==> config.mk <==
export PLATFORM = sky130hd
export DESIGN_NAME = aaa_uri_field_parser_top
export DESIGN_NICKNAME = d
export VERILOG_FILES = /design/src/rtl/aup_pkg.sv /design/src/rtl/aaa_uri_field_parser_top.sv
export SDC_FILE = /design/constraint.sdc
export NUM_CORES = 1
export LEC_CHECK = 0
export ABC_AREA = 1
export CORE_MARGIN = 2
export CORE_UTILIZATION = 46
export DETAILED_ROUTE_END_ITERATION = 10
export DONT_BUFFER_PORTS = 1
export SLEW_MARGIN = 25
export SYNTH_ARGS = -nofsm -noshare
export SYNTH_HDL_FRONTEND = slang
export SYNTH_SLANG_ARGS = --single-unit
==> constraint.sdc <==
create_clock -name clk -period 9.3 [get_ports clk]
set_clock_uncertainty 0.2 [all_clocks]
set_input_delay 0 -clock clk [delete_from_list [all_inputs] [get_ports clk]]
set_output_delay 0 -clock clk [all_outputs]
set_load 0.02 [all_outputs]
==> src/rtl/aup_pkg.sv <==
// Package for the aaa URI field parser: payload types, phase codes, characters and keyword tables.
`timescale 1ns / 1ps

package aup_pkg;

    localparam int MAX_URI_LEN = 1024;
    // Position counter saturates at MAX_URI_LEN + 1
    localparam int POS_W = $clog2(MAX_URI_LEN + 2);

    localparam int NUM_SLOTS   = 10;
    localparam int SLOT_HOST   = 0;
    localparam int SLOT_PORT   = 2;
    localparam int SLOT_PARAMS = 4;
    localparam int SLOT_TRANS  = 6;
    localparam int SLOT_PROTO  = 8;

    localparam logic [2:0] ST_OK        = 3'd0;
    localparam logic [2:0] ST_TOO_SHORT = 3'd1;
    localparam logic [2:0] ST_BAD_PREF  = 3'd2;
    localparam logic [2:0] ST_BAD_CHAR  = 3'd3;
    localparam logic [2:0] ST_TOO_LONG  = 3'd4;

    localparam logic [7:0] CH_A_LOWER = 8'h61;
    localparam logic [7:0] CH_COLON   = 8'h3A;
    localparam logic [7:0] CH_SLASH   = 8'h2F;
    localparam logic [7:0] CH_SEMI    = 8'h3B;
    localparam logic [7:0] CH_AMP     = 8'h26;
    localparam logic [7:0] CH_AT      = 8'h40;
    localparam logic [7:0] CH_QUEST   = 8'h3F;
    localparam logic [7:0] CH_ZERO    = 8'h30;
    localparam logic [7:0] CH_NINE    = 8'h39;
    localparam logic [7:0] CH_T_LOWER = 8'h74;
    localparam logic [7:0] CH_T_UPPER = 8'h54;
    localparam logic [7:0] CH_P_LOWER = 8'h70;
    localparam logic [7:0] CH_P_UPPER = 8'h50;
    localparam logic [7:0] CASE_BIT   = 8'h20;

    localparam logic [3:0] KW_TRANS_LEN = 4'd9;
    localparam logic [3:0] KW_PROTO_LEN = 4'd8;

    localparam int PREFIX_LEN = 6;

    typedef enum logic [2:0] {
        PH_PREFIX,
        PH_INIT,
        PH_HOST,
        PH_PORT,
        PH_PARAM,
        PH_EAT,
        PH_MATCH,
        PH_VAL
    } phase_t;

    typedef struct packed {
        logic [7:0] uri_byte;
        logic       last_byte;
    } uri_in_t;

    typedef struct packed {
        logic [2:0]  status;
        logic [9:0]  host_start;
        logic [10:0] host_len;
        logic [9:0]  port_start;
        logic [10:0] port_len;
        logic [15:0] port_number;
        logic [9:0]  params_start;
        logic [10:0] params_len;
        logic [9:0]  transport_start;
        logic [10:0] transport_len;
        logic [9:0]  protocol_start;
        logic [10:0] protocol_len;
    } uri_out_t;

    // Fold A-Z to lower case
    function automatic logic [7:0] fold_lower(input logic [7:0] b);
        logic [7:0] r;
        r = b;
        if (b >= 8'h41 && b <= 8'h5A)
        begin
            r = b | CASE_BIT;
        end
        return r;
    endfunction

    // Keyword characters after the leading t or p; kind 0 is transport, 1 is protocol
    function automatic logic [7:0] kw_char(input logic kind, input logic [3:0] idx);
        logic [7:0] r;
        r = 8'h00;
        if (!kind)
        begin
            case (idx)
                4'd0:    r = 8'h72; // r
                4'd1:    r = 8'h61; // a
                4'd2:    r = 8'h6E; // n
                4'd3:    r = 8'h73; // s
                4'd4:    r = 8'h70; // p
                4'd5:    r = 8'h6F; // o
                4'd6:    r = 8'h72; // r
                4'd7:    r = 8'h74; // t
                4'd8:    r = 8'h3D; // =
                default: r = 8'h00;
            endcase
        end
        else
        begin
            case (idx)
                4'd0:    r = 8'h72; // r
                4'd1:    r = 8'h6F; // o
                4'd2:    r = 8'h74; // t
                4'd3:    r = 8'h6F; // o
                4'd4:    r = 8'h63; // c
                4'd5:    r = 8'h6F; // o
                4'd6:    r = 8'h6C; // l
                4'd7:    r = 8'h3D; // =
                default: r = 8'h00;
            endcase
        end
        return r;
    endfunction

endpackage

==> src/rtl/aaa_uri_field_parser_top.sv <==
// Streaming parser for aaa:// URIs, one byte per cycle unless stalled, one result per URI.
//
// Input channel byte_valid / byte_stall / byte_data carries one URI byte per
// transfer, with last_byte set on the final byte. The block accepts a byte
// in every cycle unless a result is held and the receiver stalls.
// Output channel res_valid / res_stall / res_data carries one result per URI:
// status plus start and length of host, port, params, transport and protocol,
// and the port number. The result appears in the cycle after the transfer of
// the last byte; throughput is one byte per cycle while byte_stall is low,
// set by the single register stage holding the parse state.
// While res_stall holds a waiting result, byte_stall rises; when the result
// is taken in a cycle, a new byte may be accepted in that same cycle.
// After the last byte all parse state returns to its reset values.
// Reset (rst_n low) clears the parse state and drops any held result.
`timescale 1ns / 1ps

module aaa_uri_field_parser_top (
    input  logic            clk,
    input  logic            rst_n,
    input  logic            byte_valid,
    output logic            byte_stall,
    input  aup_pkg::uri_in_t  byte_data,
    output logic            res_valid,
    input  logic            res_stall,
    output aup_pkg::uri_out_t res_data
);

    localparam int PW = aup_pkg::POS_W;
    localparam logic [PW-1:0] MAX_POS = PW'(aup_pkg::MAX_URI_LEN);

    aup_pkg::phase_t phase_reg, phase_next;
    logic [PW-1:0]   pos_reg, pos_next;
    logic [PW-1:0]   seg_reg, seg_next;
    logic [PW-1:0]   val_reg, val_next;
    logic            kind_reg, kind_next;
    logic [3:0]      kidx_reg, kidx_next;
    logic [15:0]     port_reg, port_next;
    logic [2:0]      err_reg, err_next;
    logic [PW-1:0]   offs_reg [aup_pkg::NUM_SLOTS];
    logic [PW-1:0]   offs_next [aup_pkg::NUM_SLOTS];

    logic              res_valid_reg;
    aup_pkg::uri_out_t res_data_reg, res_data_next;

    logic accept;

    assign byte_stall = res_valid_reg && res_stall;
    assign accept     = byte_valid && !byte_stall;
    assign res_valid  = res_valid_reg;
    assign res_data   = res_data_reg;

    // Parse step for the incoming byte
    always_comb
    begin
        logic [7:0]  b;
        logic        ok;
        logic [3:0]  klen;
        logic [3:0]  kidx_inc;
        logic [15:0] acc;
        b        = byte_data.uri_byte;
        ok       = 1'b1;
        klen     = kind_reg ? aup_pkg::KW_PROTO_LEN : aup_pkg::KW_TRANS_LEN;
        kidx_inc = kidx_reg + 4'd1;
        acc      = (port_reg << 3) + (port_reg << 1) + {8'h00, b - aup_pkg::CH_ZERO};

        phase_next = phase_reg;
        seg_next   = seg_reg;
        val_next   = val_reg;
        kind_next  = kind_reg;
        kidx_next  = kidx_reg;
        port_next  = port_reg;
        err_next   = err_reg;
        offs_next  = offs_reg;

        if (err_reg == aup_pkg::ST_OK && pos_reg < MAX_POS)
        begin
            case (phase_reg)
                aup_pkg::PH_PREFIX:
                begin
                    if (pos_reg < PW'(3))
                    begin
                        ok = (b | aup_pkg::CASE_BIT) == aup_pkg::CH_A_LOWER;
                    end
                    else if (pos_reg == PW'(3))
                    begin
                        ok = b == aup_pkg::CH_COLON;
                    end
                    else
                    begin
                        ok = b == aup_pkg::CH_SLASH;
                    end
                    if (!ok)
                    begin
                        err_next = aup_pkg::ST_BAD_PREF;
                    end
                    if (pos_reg >= PW'(5))
                    begin
                        phase_next = aup_pkg::PH_INIT;
                    end
                end
                aup_pkg::PH_INIT:
                begin
                    seg_next   = pos_reg;
                    phase_next = aup_pkg::PH_HOST;
                end
                aup_pkg::PH_HOST:
                begin
                    if (b == aup_pkg::CH_COLON)
                    begin
                        offs_next[aup_pkg::SLOT_HOST]     = seg_reg;
                        offs_next[aup_pkg::SLOT_HOST + 1] = pos_reg - seg_reg;
                        seg_next   = pos_reg + PW'(1);
                        port_next  = 16'h0000;
                        phase_next = aup_pkg::PH_PORT;
                    end
                    else if (b == aup_pkg::CH_SEMI)
                    begin
                        offs_next[aup_pkg::SLOT_HOST]     = seg_reg;
                        offs_next[aup_pkg::SLOT_HOST + 1] = pos_reg - seg_reg;
                        seg_next   = pos_reg + PW'(1);
                        phase_next = aup_pkg::PH_PARAM;
                    end
                    else if (b == aup_pkg::CH_AMP || b == aup_pkg::CH_AT ||
                             b == aup_pkg::CH_QUEST)
                    begin
                        err_next = aup_pkg::ST_BAD_CHAR;
                    end
                end
                aup_pkg::PH_PORT:
                begin
                    if (b == aup_pkg::CH_SEMI)
                    begin
                        offs_next[aup_pkg::SLOT_PORT]     = seg_reg;
                        offs_next[aup_pkg::SLOT_PORT + 1] = pos_reg - seg_reg;
                        seg_next   = pos_reg + PW'(1);
                        phase_next = aup_pkg::PH_PARAM;
                    end
                    else if (b >= aup_pkg::CH_ZERO && b <= aup_pkg::CH_NINE)
                    begin
                        port_next = acc;
                    end
                    else
                    begin
                        err_next = aup_pkg::ST_BAD_CHAR;
                    end
                end
                aup_pkg::PH_PARAM:
                begin
                    if (b == aup_pkg::CH_T_LOWER || b == aup_pkg::CH_T_UPPER)
                    begin
                        kind_next  = 1'b0;
                        kidx_next  = 4'd0;
                        phase_next = aup_pkg::PH_MATCH;
                    end
                    else if (b == aup_pkg::CH_P_LOWER || b == aup_pkg::CH_P_UPPER)
                    begin
                        kind_next  = 1'b1;
                        kidx_next  = 4'd0;
                        phase_next = aup_pkg::PH_MATCH;
                    end
                end
                aup_pkg::PH_MATCH:
                begin
                    if (kidx_reg >= klen)
                    begin
                        phase_next = aup_pkg::PH_EAT;
                    end
                    else if (aup_pkg::fold_lower(b) == aup_pkg::kw_char(kind_reg, kidx_reg))
                    begin
                        kidx_next = kidx_inc;
                        if (kidx_inc == klen)
                        begin
                            val_next   = pos_reg + PW'(1);
                            phase_next = aup_pkg::PH_VAL;
                        end
                    end
                    else
                    begin
                        phase_next = (b == aup_pkg::CH_SEMI) ? aup_pkg::PH_PARAM
                                                             : aup_pkg::PH_EAT;
                    end
                end
                aup_pkg::PH_EAT:
                begin
                    if (b == aup_pkg::CH_SEMI)
                    begin
                        phase_next = aup_pkg::PH_PARAM;
                    end
                end
                aup_pkg::PH_VAL:
                begin
                    if (b == aup_pkg::CH_SEMI)
                    begin
                        if (kind_reg)
                        begin
                            offs_next[aup_pkg::SLOT_PROTO]     = val_reg;
                            offs_next[aup_pkg::SLOT_PROTO + 1] = pos_reg - val_reg;
                        end
                        else
                        begin
                            offs_next[aup_pkg::SLOT_TRANS]     = val_reg;
                            offs_next[aup_pkg::SLOT_TRANS + 1] = pos_reg - val_reg;
                        end
                        phase_next = aup_pkg::PH_PARAM;
                    end
                end
                default:
                begin
                    phase_next = aup_pkg::PH_PARAM;
                end
            endcase
        end

        // Saturate one past the limit
        pos_next = (pos_reg <= MAX_POS) ? pos_reg + PW'(1) : pos_reg;
    end

    // Close open fields at the end of the URI and build the result
    always_comb
    begin
        logic [PW-1:0] len;
        logic [2:0]    status;
        logic [PW-1:0] fin [aup_pkg::NUM_SLOTS];
        len    = pos_reg + PW'(1);
        status = aup_pkg::ST_OK;
        fin    = offs_next;

        if (len < PW'(aup_pkg::PREFIX_LEN))
        begin
            status = aup_pkg::ST_TOO_SHORT;
        end
        else if (len > MAX_POS)
        begin
            status = aup_pkg::ST_TOO_LONG;
        end
        else if (err_next != aup_pkg::ST_OK)
        begin
            status = err_next;
        end
        else
        begin
            case (phase_next)
                aup_pkg::PH_HOST:
                begin
                    fin[aup_pkg::SLOT_HOST]     = seg_next;
                    fin[aup_pkg::SLOT_HOST + 1] = len - seg_next;
                end
                aup_pkg::PH_PORT:
                begin
                    fin[aup_pkg::SLOT_PORT]     = seg_next;
                    fin[aup_pkg::SLOT_PORT + 1] = len - seg_next;
                end
                aup_pkg::PH_VAL:
                begin
                    if (kind_next)
                    begin
                        fin[aup_pkg::SLOT_PROTO]     = val_next;
                        fin[aup_pkg::SLOT_PROTO + 1] = len - val_next;
                    end
                    else
                    begin
                        fin[aup_pkg::SLOT_TRANS]     = val_next;
                        fin[aup_pkg::SLOT_TRANS + 1] = len - val_next;
                    end
                    fin[aup_pkg::SLOT_PARAMS]     = seg_next;
                    fin[aup_pkg::SLOT_PARAMS + 1] = len - seg_next;
                end
                aup_pkg::PH_PARAM,
                aup_pkg::PH_EAT,
                aup_pkg::PH_MATCH:
                begin
                    fin[aup_pkg::SLOT_PARAMS]     = seg_next;
                    fin[aup_pkg::SLOT_PARAMS + 1] = len - seg_next;
                end
                default:
                begin
                    status = aup_pkg::ST_TOO_SHORT;
                end
            endcase
        end

        res_data_next = '0;
        res_data_next.status = status;
        if (status == aup_pkg::ST_OK)
        begin
            // Drop the start of any absent field
            res_data_next.host_start = (fin[1] == '0) ? 10'd0 : fin[0][9:0];
            res_data_next.host_len   = fin[1][10:0];
            res_data_next.port_start = (fin[3] == '0) ? 10'd0 : fin[2][9:0];
            res_data_next.port_len   = fin[3][10:0];
            res_data_next.port_number = port_next;
            res_data_next.params_start = (fin[5] == '0) ? 10'd0 : fin[4][9:0];
            res_data_next.params_len   = fin[5][10:0];
            res_data_next.transport_start = (fin[7] == '0) ? 10'd0 : fin[6][9:0];
            res_data_next.transport_len   = fin[7][10:0];
            res_data_next.protocol_start = (fin[9] == '0) ? 10'd0 : fin[8][9:0];
            res_data_next.protocol_len   = fin[9][10:0];
        end
    end

    // Parse state: advance on each transfer, clear after the last byte
    always_ff @(posedge clk or negedge rst_n)
    begin
        if (!rst_n)
        begin
            phase_reg <= aup_pkg::PH_PREFIX;
            pos_reg   <= '0;
            seg_reg   <= '0;
            val_reg   <= '0;
            kind_reg  <= 1'b0;
            kidx_reg  <= 4'd0;
            port_reg  <= 16'h0000;
            err_reg   <= aup_pkg::ST_OK;
            for (int i = 0; i < aup_pkg::NUM_SLOTS; i++)
            begin
                offs_reg[i] <= '0;
            end
        end
        else if (accept)
        begin
            if (byte_data.last_byte)
            begin
                phase_reg <= aup_pkg::PH_PREFIX;
                pos_reg   <= '0;
                seg_reg   <= '0;
                val_reg   <= '0;
                kind_reg  <= 1'b0;
                kidx_reg  <= 4'd0;
                port_reg  <= 16'h0000;
                err_reg   <= aup_pkg::ST_OK;
                for (int i = 0; i < aup_pkg::NUM_SLOTS; i++)
                begin
                    offs_reg[i] <= '0;
                end
            end
            else
            begin
                phase_reg <= phase_next;
                pos_reg   <= pos_next;
                seg_reg   <= seg_next;
                val_reg   <= val_next;
                kind_reg  <= kind_next;
                kidx_reg  <= kidx_next;
                port_reg  <= port_next;
                err_reg   <= err_next;
                for (int i = 0; i < aup_pkg::NUM_SLOTS; i++)
                begin
                    offs_reg[i] <= offs_next[i];
                end
            end
        end
    end

    // Result register: load on the last byte, release when transferred
    always_ff @(posedge clk or negedge rst_n)
    begin
        if (!rst_n)
        begin
            res_valid_reg <= 1'b0;
        end
        else if (accept && byte_data.last_byte)
        begin
            res_valid_reg <= 1'b1;
        end
        else if (!res_stall)
        begin
            res_valid_reg <= 1'b0;
        end
    end

    always_ff @(posedge clk)
    begin
        if (accept && byte_data.last_byte)
        begin
            res_data_reg <= res_data_next;
        end
    end

endmodule
==> results of run 1 <==
==> metrics by stage <==
| step | setup slack, ns | power (mW) | instance area [um2] | util | hold slack, ns |
|---|---|---|---|---|---|
| final | 2.484 | 3.378 | 18110 | 0.5129 | 0.01042 |
| after global routing | 1.881 | 3.527 | 18110 | 0.5129 | 0.03981 |
| after CTS | 2.552 | 3.396 | 18110 | 0.5129 | 0.00002759 |
| after detailed placement | 3.526 | 2.037 | 16730 | 0.4738 | -0.4874 |
| after global placement | 3.512 | 2.034 | 16730 | 0.4738 | -0.4909 |
| after floorplan | 1.826 | 1.848 | 16380 | - | -0.4956 |
==> cell usage in the layout (no fill, tap or decap), types with 6 or more instances in the layout <==
master,instances
xnor2_1,15
inv_2,11
nor2_1,212
nor2_4,9
a31oi_1,6
buf_4,13
xor2_1,33
o22ai_1,70
nand2_2,7
nand2_1,490
a32oi_1,6
o211ai_1,6
clkinv_1,9
edfxtp_1,124
o21ai_1,10
nor3_1,22
dlygate4sd3_1,23
a22oi_1,8
inv_1,216
nand3_1,59
clkinv_2,7
fa_1,10
clkbuf_16,35
o21ai_0,262
nand4_1,32
nor2_2,6
ha_1,80
a21oi_1,81
dfrtp_1,145
==> layer usage <==
layer / vias to the layer above / wire length, um / GRT usage
li1: 6866 / - / -
met1: 6808 / 21950 / 0.3715
met2: 507 / 22670 / 0.4348
met3: 92 / 2897 / 0.04310
met4: 0 / 1352 / 0.07780
met5: - / 0 / 0
==> power by group <==
group	internal [mW]	switching [mW]	leakage, nW
Combinational	0.198	0.525	4.41
Clock	0.786	0.541	0.552
Sequential	1.27	0.0530	3.21
Total	2.26	1.12	8.17
==> final cells by class <==
class	count	area (um2)
Fill cell	3409	17200
Multi-Input combinational cell	1467	7839
Sequential cell	269	7352
Clock buffer	39	900.9
Inverter	230	863.3
Tap cell	461	576.8
Timing Repair Buffer	37	355.3
Clock inverter	23	222.7
==> critical path, delay by kind of cell (launching register included) <==
kind | cells | cell delay, ns
AOI/OAI and AO/OA | 6 | 1.41
buffers and inverters | 5 | 1.96
and+or+nand+nor | 17 | 1.78
adders and majority gates | 2 | 0.79
DFF | 1 | 0.42
==> cell families (layout without fill, tap and decap cells) <==
kind of cell / count (synthesis) / in the layout / share of synthesized area
buffers and inverters: 306 / 329 / 0.07426
AND/OR/NAND/NOR: 859 / 859 / 0.2204
AO/OA/AOI/OAI: 469 / 469 / 0.1564
XOR/XNOR: 49 / 49 / 0.02666
adder cells (fa/ha/maj): 90 / 90 / 0.07334
flip-flops: 269 / 269 / 0.4489
==> worst paths after layout <==
check,cells past startpoint,startpoint,endpoint
setup reg to reg,30,kidx_reg[0]$_DFFE_PN0P_,res_data[18]$_SDFFCE_PP0P_
hold / removal,2,rst_n,pos_reg[7]$_DFFE_PN0P_
setup / recovery,30,kidx_reg[0]$_DFFE_PN0P_,res_data[18]$_SDFFCE_PP0P_
hold reg to reg,2,offs_reg[12]$_DFFE_PN0P_,offs_reg[12]$_DFFE_PN0P_
max in group asynchronous,2,rst_n,offs_reg[69]$_DFFE_PN0P_
min in group clk,9,byte_data[5],val_reg[10]$_DFFE_PN0P_
==> reports/summary.txt, run 1 <==
Hold Violations, Final = 0
reg2reg setup slack = 2.48 ns
CTS Hold Bufs = 24
CP Max Fanout = 20
die width = 192.7 um
top_reg_cell synth = dfrtp_1
FMAX = 146.7 MHz
layout cells sized above 1 = 0.05666
CP peak stage delay = 0.59 ns
grt ovf = 0
max_cap viols = 0
DR WL/cell = 19.35 um
Seq/Total Area, Yosys = 0.4489
GRT Total Usage = 0.2687
total CTS buffers = 34
pwr/cell area = 186.5 nW/um2
worst hold-check path type = input pin to async pin
final worst path period need = 6.816 ns
Ys Warns = 0
clock latency on the worst-skew pair = 0.55 ns
IO buf count = 0
CP Data Required Time = 9.39 ns
Vias/cell = 5.650
Synth Instances = 2042
leakage = 8.169 nW
Post-synth EDFFs = 124
Core Rows = 69
slowest library cell on the worst path = dlygate4sd3_1
Slew headroom = 0.3240
Routed Wire Length = 48870 um
critical path class = flop to flop
post-CTS resize count = 0
final slew viol count = 0
number of synthesized register bits = 269
most frequent cell after synthesis = nand2_1
final setup vio count = 0
Post-Syn Nets = 2145
TritonCTS Sinks = 269
synth cell count leaders = nand2_1, o21ai_0, inv_1, nor2_1, dfrtp_1
status = finished clean
area delta synth->final = 10.58%
pin count of the biggest net entering global routing = 146
dpl cells = 2440
TritonRoute pass-1 iters = 6
period utilization = 0.7329
cell mode on critical path = nand2_1
Setup Buffers After CTS = 0
ANT nets after route = 0
Nets = 2142
CTS tree = yes
CP endpoint kind = flop
initial antenna violation count = 0
Largest register FFs = 124
Reg clk slew, reported paths = 0.06 ns
vias in the first global route = 13680
Ports = 139
Cell Count, Final, Fillers Out = 2526
H-tree depth = 2
Longest Clk Path Bufs = 3
Core ar. = 35310 um2
Mapped Area = 16380 um2
die area = 37130 um2
first-pass GRT wire length = 77310 um
number of remaining DRC errors = 0
main area contributors after synthesis = edfxtp_1, dfrtp_1, nand2_1, o21ai_0, ha_1
clk root buf = clkbuf_16
Die H = 192.7 um
Synth top area share = 0.2274
ant diodes = 0
Worst-Margin Slew = 1.014 ns
HPWL after DPL = 34700 um
syn_area_per_cell = 8.020 um2
cell taking the most area after synthesis = edfxtp_1
worst path arrival time = 6.90 ns
Worst setup SP type = flop
Starting Density = 0.4638
total negative slack = 0 ns
synth unique cells = 50
asr flop ratio synth = 0.5390
routed vias = 14270
routability cong. = 0.9533
RSZ-0062 raised after global routing = false
Worst VDD drop = 0.1341 mV
Starting DRT DRC Count = 1337
Note: power is estimated with default switching activity, not from simulation.
==> run 2: changes to the inputs <==
- ABC_AREA: 1 -> 0
- clock period: 9.3 -> 7.1 ns (I/O delays scaled with it)
==> reports/summary.txt, run 2 <==
status = finished clean
Starting DRT DRC Count = 1183
top_reg_cell synth = dfrtp_1
Worst Setup Slack, final = 0.7589 ns
Worst-Margin Slew = 1.049 ns
Longest Clk Path Bufs = 3
Hold Violations, Final = 0
synth cell count leaders = nor2_1, nand2_1, dfrtp_1, edfxtp_1, o21ai_0
ANT nets after route = 0
FMAX = 157.7 MHz
period utilization = 0.8931
TritonRoute pass-1 iters = 5
Int Pwr = 2.793 mW
simple-gate share of the synthesized area = 0.1682
Reg clk slew, reported paths = 0.06 ns
fin area = 18510 um2
final setup vio count = 0
Core ar. = 36350 um2
Post-synth EDFFs = 124
CTS tree = yes
RSZ-0062 raised after global routing = false
final worst path period need = 6.341 ns
initial antenna violation count = 1
die width = 195.4 um
Seq/Total Area, Yosys = 0.4362
Sequential Power Share = 0.442
die area = 38190 um2
dpl cells = 2113
largest family of logic cells by synthesized area = compound AO/OA/AOI/OAI gates
Fill cells = 3283
Worst VDD drop = 0.1749 mV
Synth Area in Adders = 0.07126
Starting Density = 0.4637
Routed Wire Length = 49680 um
Die H = 195.4 um
routability cong. = 0.9258
total negative slack = 0 ns
vias in the first global route = 13230
compound-gate portion of the synthesized area = 0.1885
Net Sw Frac = 0.2913
Gate power share = 0.150
Slew headroom = 0.2981
Synth Instances = 1722
cell taking the most area after synthesis = edfxtp_1
reg2reg setup slack = 0.76 ns
clock network power share = 0.407
reg2reg end = res_data[16]$_SDFFCE_PP0P_
Nets = 1811
IO buf count = 0
most frequent cell after synthesis = nor2_1
clk root buf = clkbuf_16
GRT Total Usage = 0.2602
number of remaining DRC errors = 0
number of synthesized register bits = 269
P_sw = 1.148 mW
Cell Count, Final, Fillers Out = 2202
total CTS buffers = 31
asr flop ratio synth = 0.5390
Core Rows = 70
first-pass GRT wire length = 78100 um
critical path class = flop to flop
synth unique cells = 97
final slew viol count = 0
grt ovf = 0
CP Launch Point = kidx_reg[0]$_DFFE_PN0P_
TritonCTS Sinks = 269
most frequent cells in the layout = nor2_1, nand2_1, dfrtp_1, edfxtp_1, o21ai_0
max_cap viols = 0
clock latency on the worst-skew pair = 0.59 ns
hold path startpoint = byte_data[3]
Largest register FFs = 124
DR WL/cell = 22.56 um
cells on worst reg2reg path = 20
CP Max Fanout = 12
CP Data Required Time = 7.21 ns
Vias/cell = 6.137
pin count of the biggest net entering global routing = 122
main area contributors after synthesis = edfxtp_1, dfrtp_1, ha_1, nor2_1, nand2_1
CP endpoint kind = flop
Worst setup SP type = flop
syn_area_per_cell = 9.788 um2
worst path arrival time = 6.45 ns
hold path depth = 4
placed cell area = 17170 um2
routed vias = 13510
H-tree depth = 1
commonest non-fill, non-tap cell in the layout = nor2_1
Ports = 139
Mapped Area = 16850 um2
Ys Warns = 0
leakage = 7.370 nW
mux share of post-synthesis cell area = 0.06429
worst hold-check path type = input pin to flop
Place WS = 0.3359 ns
layout cells sized above 1 = 0.09579
Hold Crit Endpoint = phase_reg[2]$_DFFE_PN0P_
XOR/XNOR Fraction of Synth Area = 0.02806
RR Startpoint = kidx_reg[0]$_DFFE_PN0P_
Synth top area share = 0.2209
area delta synth->final = 9.814%
worst hold slack = 0.03311 ns
pwr/cell area = 212.9 nW/um2
Post-Syn Nets = 1825
HPWL after DPL = 33700 um
[run 2: cell count changes after synthesis, sizes merged, moves of 30 or more]
cell,previous run,this run
a22o,0,56
mux2i,0,55
nand3,64,33
o21ai,272,111
nor3,28,58
nor2,227,174
nand2,500,159
inv,226,78
o22ai,70,32
mux2,0,40
[run 2: cell type report]
type                            instances  area, um2  share of cell area
Multi-Input combinational cell       1279       8796              0.4752
Clock buffer                           41      833.3             0.04502
Inverter                               79      296.5             0.01602
Sequential cell                       269       7352              0.3972
Timing Repair Buffer                   48      467.9             0.02528
Antenna cell                            1      2.502           0.0001352
Tap cell                              468      585.6             0.03164
Clock inverter                         17      175.2            0.009464
[run 2: logic make-up after synthesis]
logic type | after synthesis
compound gates | 455
simple gates | 582
fa+ha+maj | 90
buf+inv | 174
mux | 98
xor+xnor | 54
flops | 269
[run 2: timing repair]
| action | CTS | global route |
|---|---|---|
| hold buffers | 25 | 0 |
| resized for setup | 0 | 0 |
| setup buffers | 0 | 5 |
| endpoints found under the setup margin | 0 | 20 |
| hold endpoints to repair | 364 | 0 |
[run 2: worst max-delay path by stage]
stage / cells after the start / slack (ns) / end
2_1_floorplan: 22 / 1.44 / res_data[11]$_SDFFCE_PP0P_
3_3_place_gp: 19 / 0.58 / res_data[12]$_SDFFCE_PP0P_
3_5_place_dp: 19 / 0.34 / res_data[16]$_SDFFCE_PP0P_
4_1_cts: 19 / 0.30 / res_data[16]$_SDFFCE_PP0P_
5_1_grt: 20 / 0.41 / res_data[13]$_SDFFCE_PP0P_
6_report: 20 / 0.76 / res_data[16]$_SDFFCE_PP0P_
[run 2: critical path: stages, from the launching register on]
cell,delay (ns)
dfrtp_1,0.56
inv_1,0.20
ha_1,0.38
inv_1,0.05
mux4_2,0.48
mux2i_1,0.18
a221oi_4,0.42
nand4_1,0.14
buf_4,0.21
a21oi_1,0.44
inv_1,0.13
fa_1,0.50
nor2b_1,0.18
o2111ai_1,0.15
nand3b_1,0.14
xor2_1,0.12
or4_1,0.53
nor4_1,0.18
nand3_1,0.22
mux2i_2,0.56
nor3_1,0.12
[run 2: routing by layer]
metal	vias up	global-route usage	share of wire
met5	-	0	0
met4	0	0.07577	0.024
met3	86	0.04318	0.064
met2	469	0.4183	0.46
met1	6631	0.3628	0.45
li1	6328	-	-
[run 2: through the flow]
step	power, mW	util
2_1_floorplan	2.149	-
3_3_place_gp	2.304	0.4721
3_5_place_dp	2.311	0.4723
4_1_cts	3.964	0.5081
5_1_grt	4.092	0.5092
6_report	3.941	0.5092
[run 2: power by group through the flow]
stage | Combinational, mW | Clock (mW) | Sequential [mW]
floorplan | 0.391 | 0 | 1.76
global placement | 0.530 | 0 | 1.77
detailed placement | 0.537 | 0 | 1.77
CTS | 0.586 | 1.63 | 1.74
global route | 0.646 | 1.70 | 1.75
finish | 0.592 | 1.61 | 1.74
==> run 3: changes to the inputs <==
- REMOVE_ABC_BUFFERS: default -> 1
==> reports/summary.txt, run 3 (same netlist as run 2, synthesis figures left out) <==
Hold Violations, Final = 0
placed cell area = 17230 um2
grt ovf = 0
fin area = 18550 um2
Core Rows = 70
HPWL after DPL = 33800 um
fin util = 0.5103
ANT nets after route = 0
Largest register FFs = 124
H-tree depth = 1
GRT Total Usage = 0.2582
Longest Clk Path Bufs = 3
dpl cells = 2121
worst hold slack = 0.06684 ns
clk root buf = clkbuf_16
status = finished clean
RR Startpoint = kidx_reg[0]$_DFFE_PN0P_
Die H = 195.4 um
TritonRoute pass-1 iters = 5
FMAX = 158.8 MHz
Worst setup SP type = flop
worst hold-check path type = input pin to flop
clock latency on the worst-skew pair = 0.58 ns
RSZ-0062 raised after global routing = false
critical path class = flop to flop
Hold Crit Endpoint = phase_reg[0]$_DFFE_PN0P_
routability cong. = 0.9181
DR WL/cell = 22.27 um
TritonCTS Sinks = 269
most frequent cells in the layout = nor2_1, nand2_1, dfrtp_1, edfxtp_1, o21ai_0
CP endpoint kind = flop
die area = 38190 um2
cell mode on critical path = inv_1
hold path startpoint = byte_data[2]
worst path arrival time = 6.38 ns
cells on worst reg2reg path = 20
Cell Count, Final, Fillers Out = 2205
vias in the first global route = 13380
Register Area = 7352 um2
first-pass GRT wire length = 78090 um
final worst path period need = 6.296 ns
die width = 195.4 um
multi-input logic area = 8796 um2
final slew viol count = 0
CP Max Fanout = 12
routed vias = 13630
Core ar. = 36350 um2
ant diodes = 0
CP peak stage delay = 0.57 ns
hold path depth = 5
initial antenna violation count = 0
Ports = 139
total negative slack = 0 ns
Reg clk slew, reported paths = 0.06 ns
IO buf count = 0
Vias/cell = 6.179
CP Data Required Time = 7.18 ns
CTS tree = yes
pin count of the biggest net entering global routing = 138
max_cap viols = 0
Nets = 1815
critical path cell sequence = inv_1 -> ha_1 -> inv_1 -> mux4_2 -> mux2i_1 -> a221oi_4 -> nand4_1 -> buf_4 -> a21oi_1 -> inv_1 -> fa_1 -> nor2b_1 -> o2111ai_1 -> nand3b_1 -> xor2_1 -> or4_1 -> nor4_1 -> nand3_1 -> mux2i_2 -> nor3_1
pwr/cell area = 213.5 nW/um2
Worst VDD drop = 0.1587 mV
Fill cells = 3278
final setup vio count = 0
Slew headroom = 0.2477
slowest library cell on the worst path = dfrtp_1
reg2reg setup slack = 0.80 ns
Starting DRT DRC Count = 1305
Worst-Margin Slew = 1.125 ns
commonest non-fill, non-tap cell in the layout = nor2_1
layout cells sized above 1 = 0.1013
total CTS buffers = 31
leakage = 7.405 nW
area delta synth->final = 10.04%
reg2reg end = res_data[41]$_SDFFCE_PP0P_
number of remaining DRC errors = 0
Routed Wire Length = 49110 um
Starting Density = 0.4637
period utilization = 0.8868
CP Launch Point = kidx_reg[0]$_DFFE_PN0P_
[run 3: critical path, delay by kind of cell, from the launching register on]
family                     cells  cell delay [ns]
DFF                            1             0.57
buffers and inverters          4             0.57
xor gates and xnor gates       1             0.10
and+or+nand+nor                7             1.54
muxes                          3             1.18
AOI/OAI and AO/OA              3             0.93
adders and majority gates      2             0.90
[run 3: worst max path at each step]
stage | end | slack [ns] | cells after the start
2_1_floorplan | res_data[11]$_SDFFCE_PP0P_ | 1.27 | 19
3_3_place_gp | res_data[17]$_SDFFCE_PP0P_ | 0.59 | 19
3_5_place_dp | res_data[17]$_SDFFCE_PP0P_ | 0.36 | 19
4_1_cts | res_data[12]$_SDFFCE_PP0P_ | 0.35 | 19
5_1_grt | res_data[19]$_SDFFCE_PP0P_ | 0.34 | 20
6_report | res_data[41]$_SDFFCE_PP0P_ | 0.80 | 20
[run 3: per-layer routing]
metal  share of wire  GRT usage
met1            0.47     0.3810
met2            0.45     0.3978
met3           0.068    0.04352
met4           0.018    0.05881
met5               0          0
[run 3: through the flow]
step	setup slack (ns)	power, mW
finish	0.8038	3.959
floorplan	1.273	2.129
detailed placement	0.3633	2.305
CTS	0.3516	3.990
global route	0.3392	4.116
global placement	0.5920	2.297
[run 3: power by group]
group	leakage (nW)	switching [mW]	total (mW)	internal (mW)
Clock	0.519	0.660	1.64	0.979
Combinational	3.69	0.395	0.580	0.185
Sequential	3.20	0.0711	1.74	1.67
[run 3: area by class of cell]
cell class / instances / area share
clock buffer: 47 / 0.05046
tap: 468 / 0.03157
inverter: 79 / 0.01599
sequential: 269 / 0.3964
clock inverter: 11 / 0.006409
multi-input combinational: 1279 / 0.4742
timing repair buffer: 52 / 0.02496
[run 3: what timing repair did]
item	in CTS	in global routing
resized for setup	0	1
hold buffers	22	0
endpoints found under the setup margin	0	20
endpoints found under the hold margin	349	0
buffers inserted	0	4
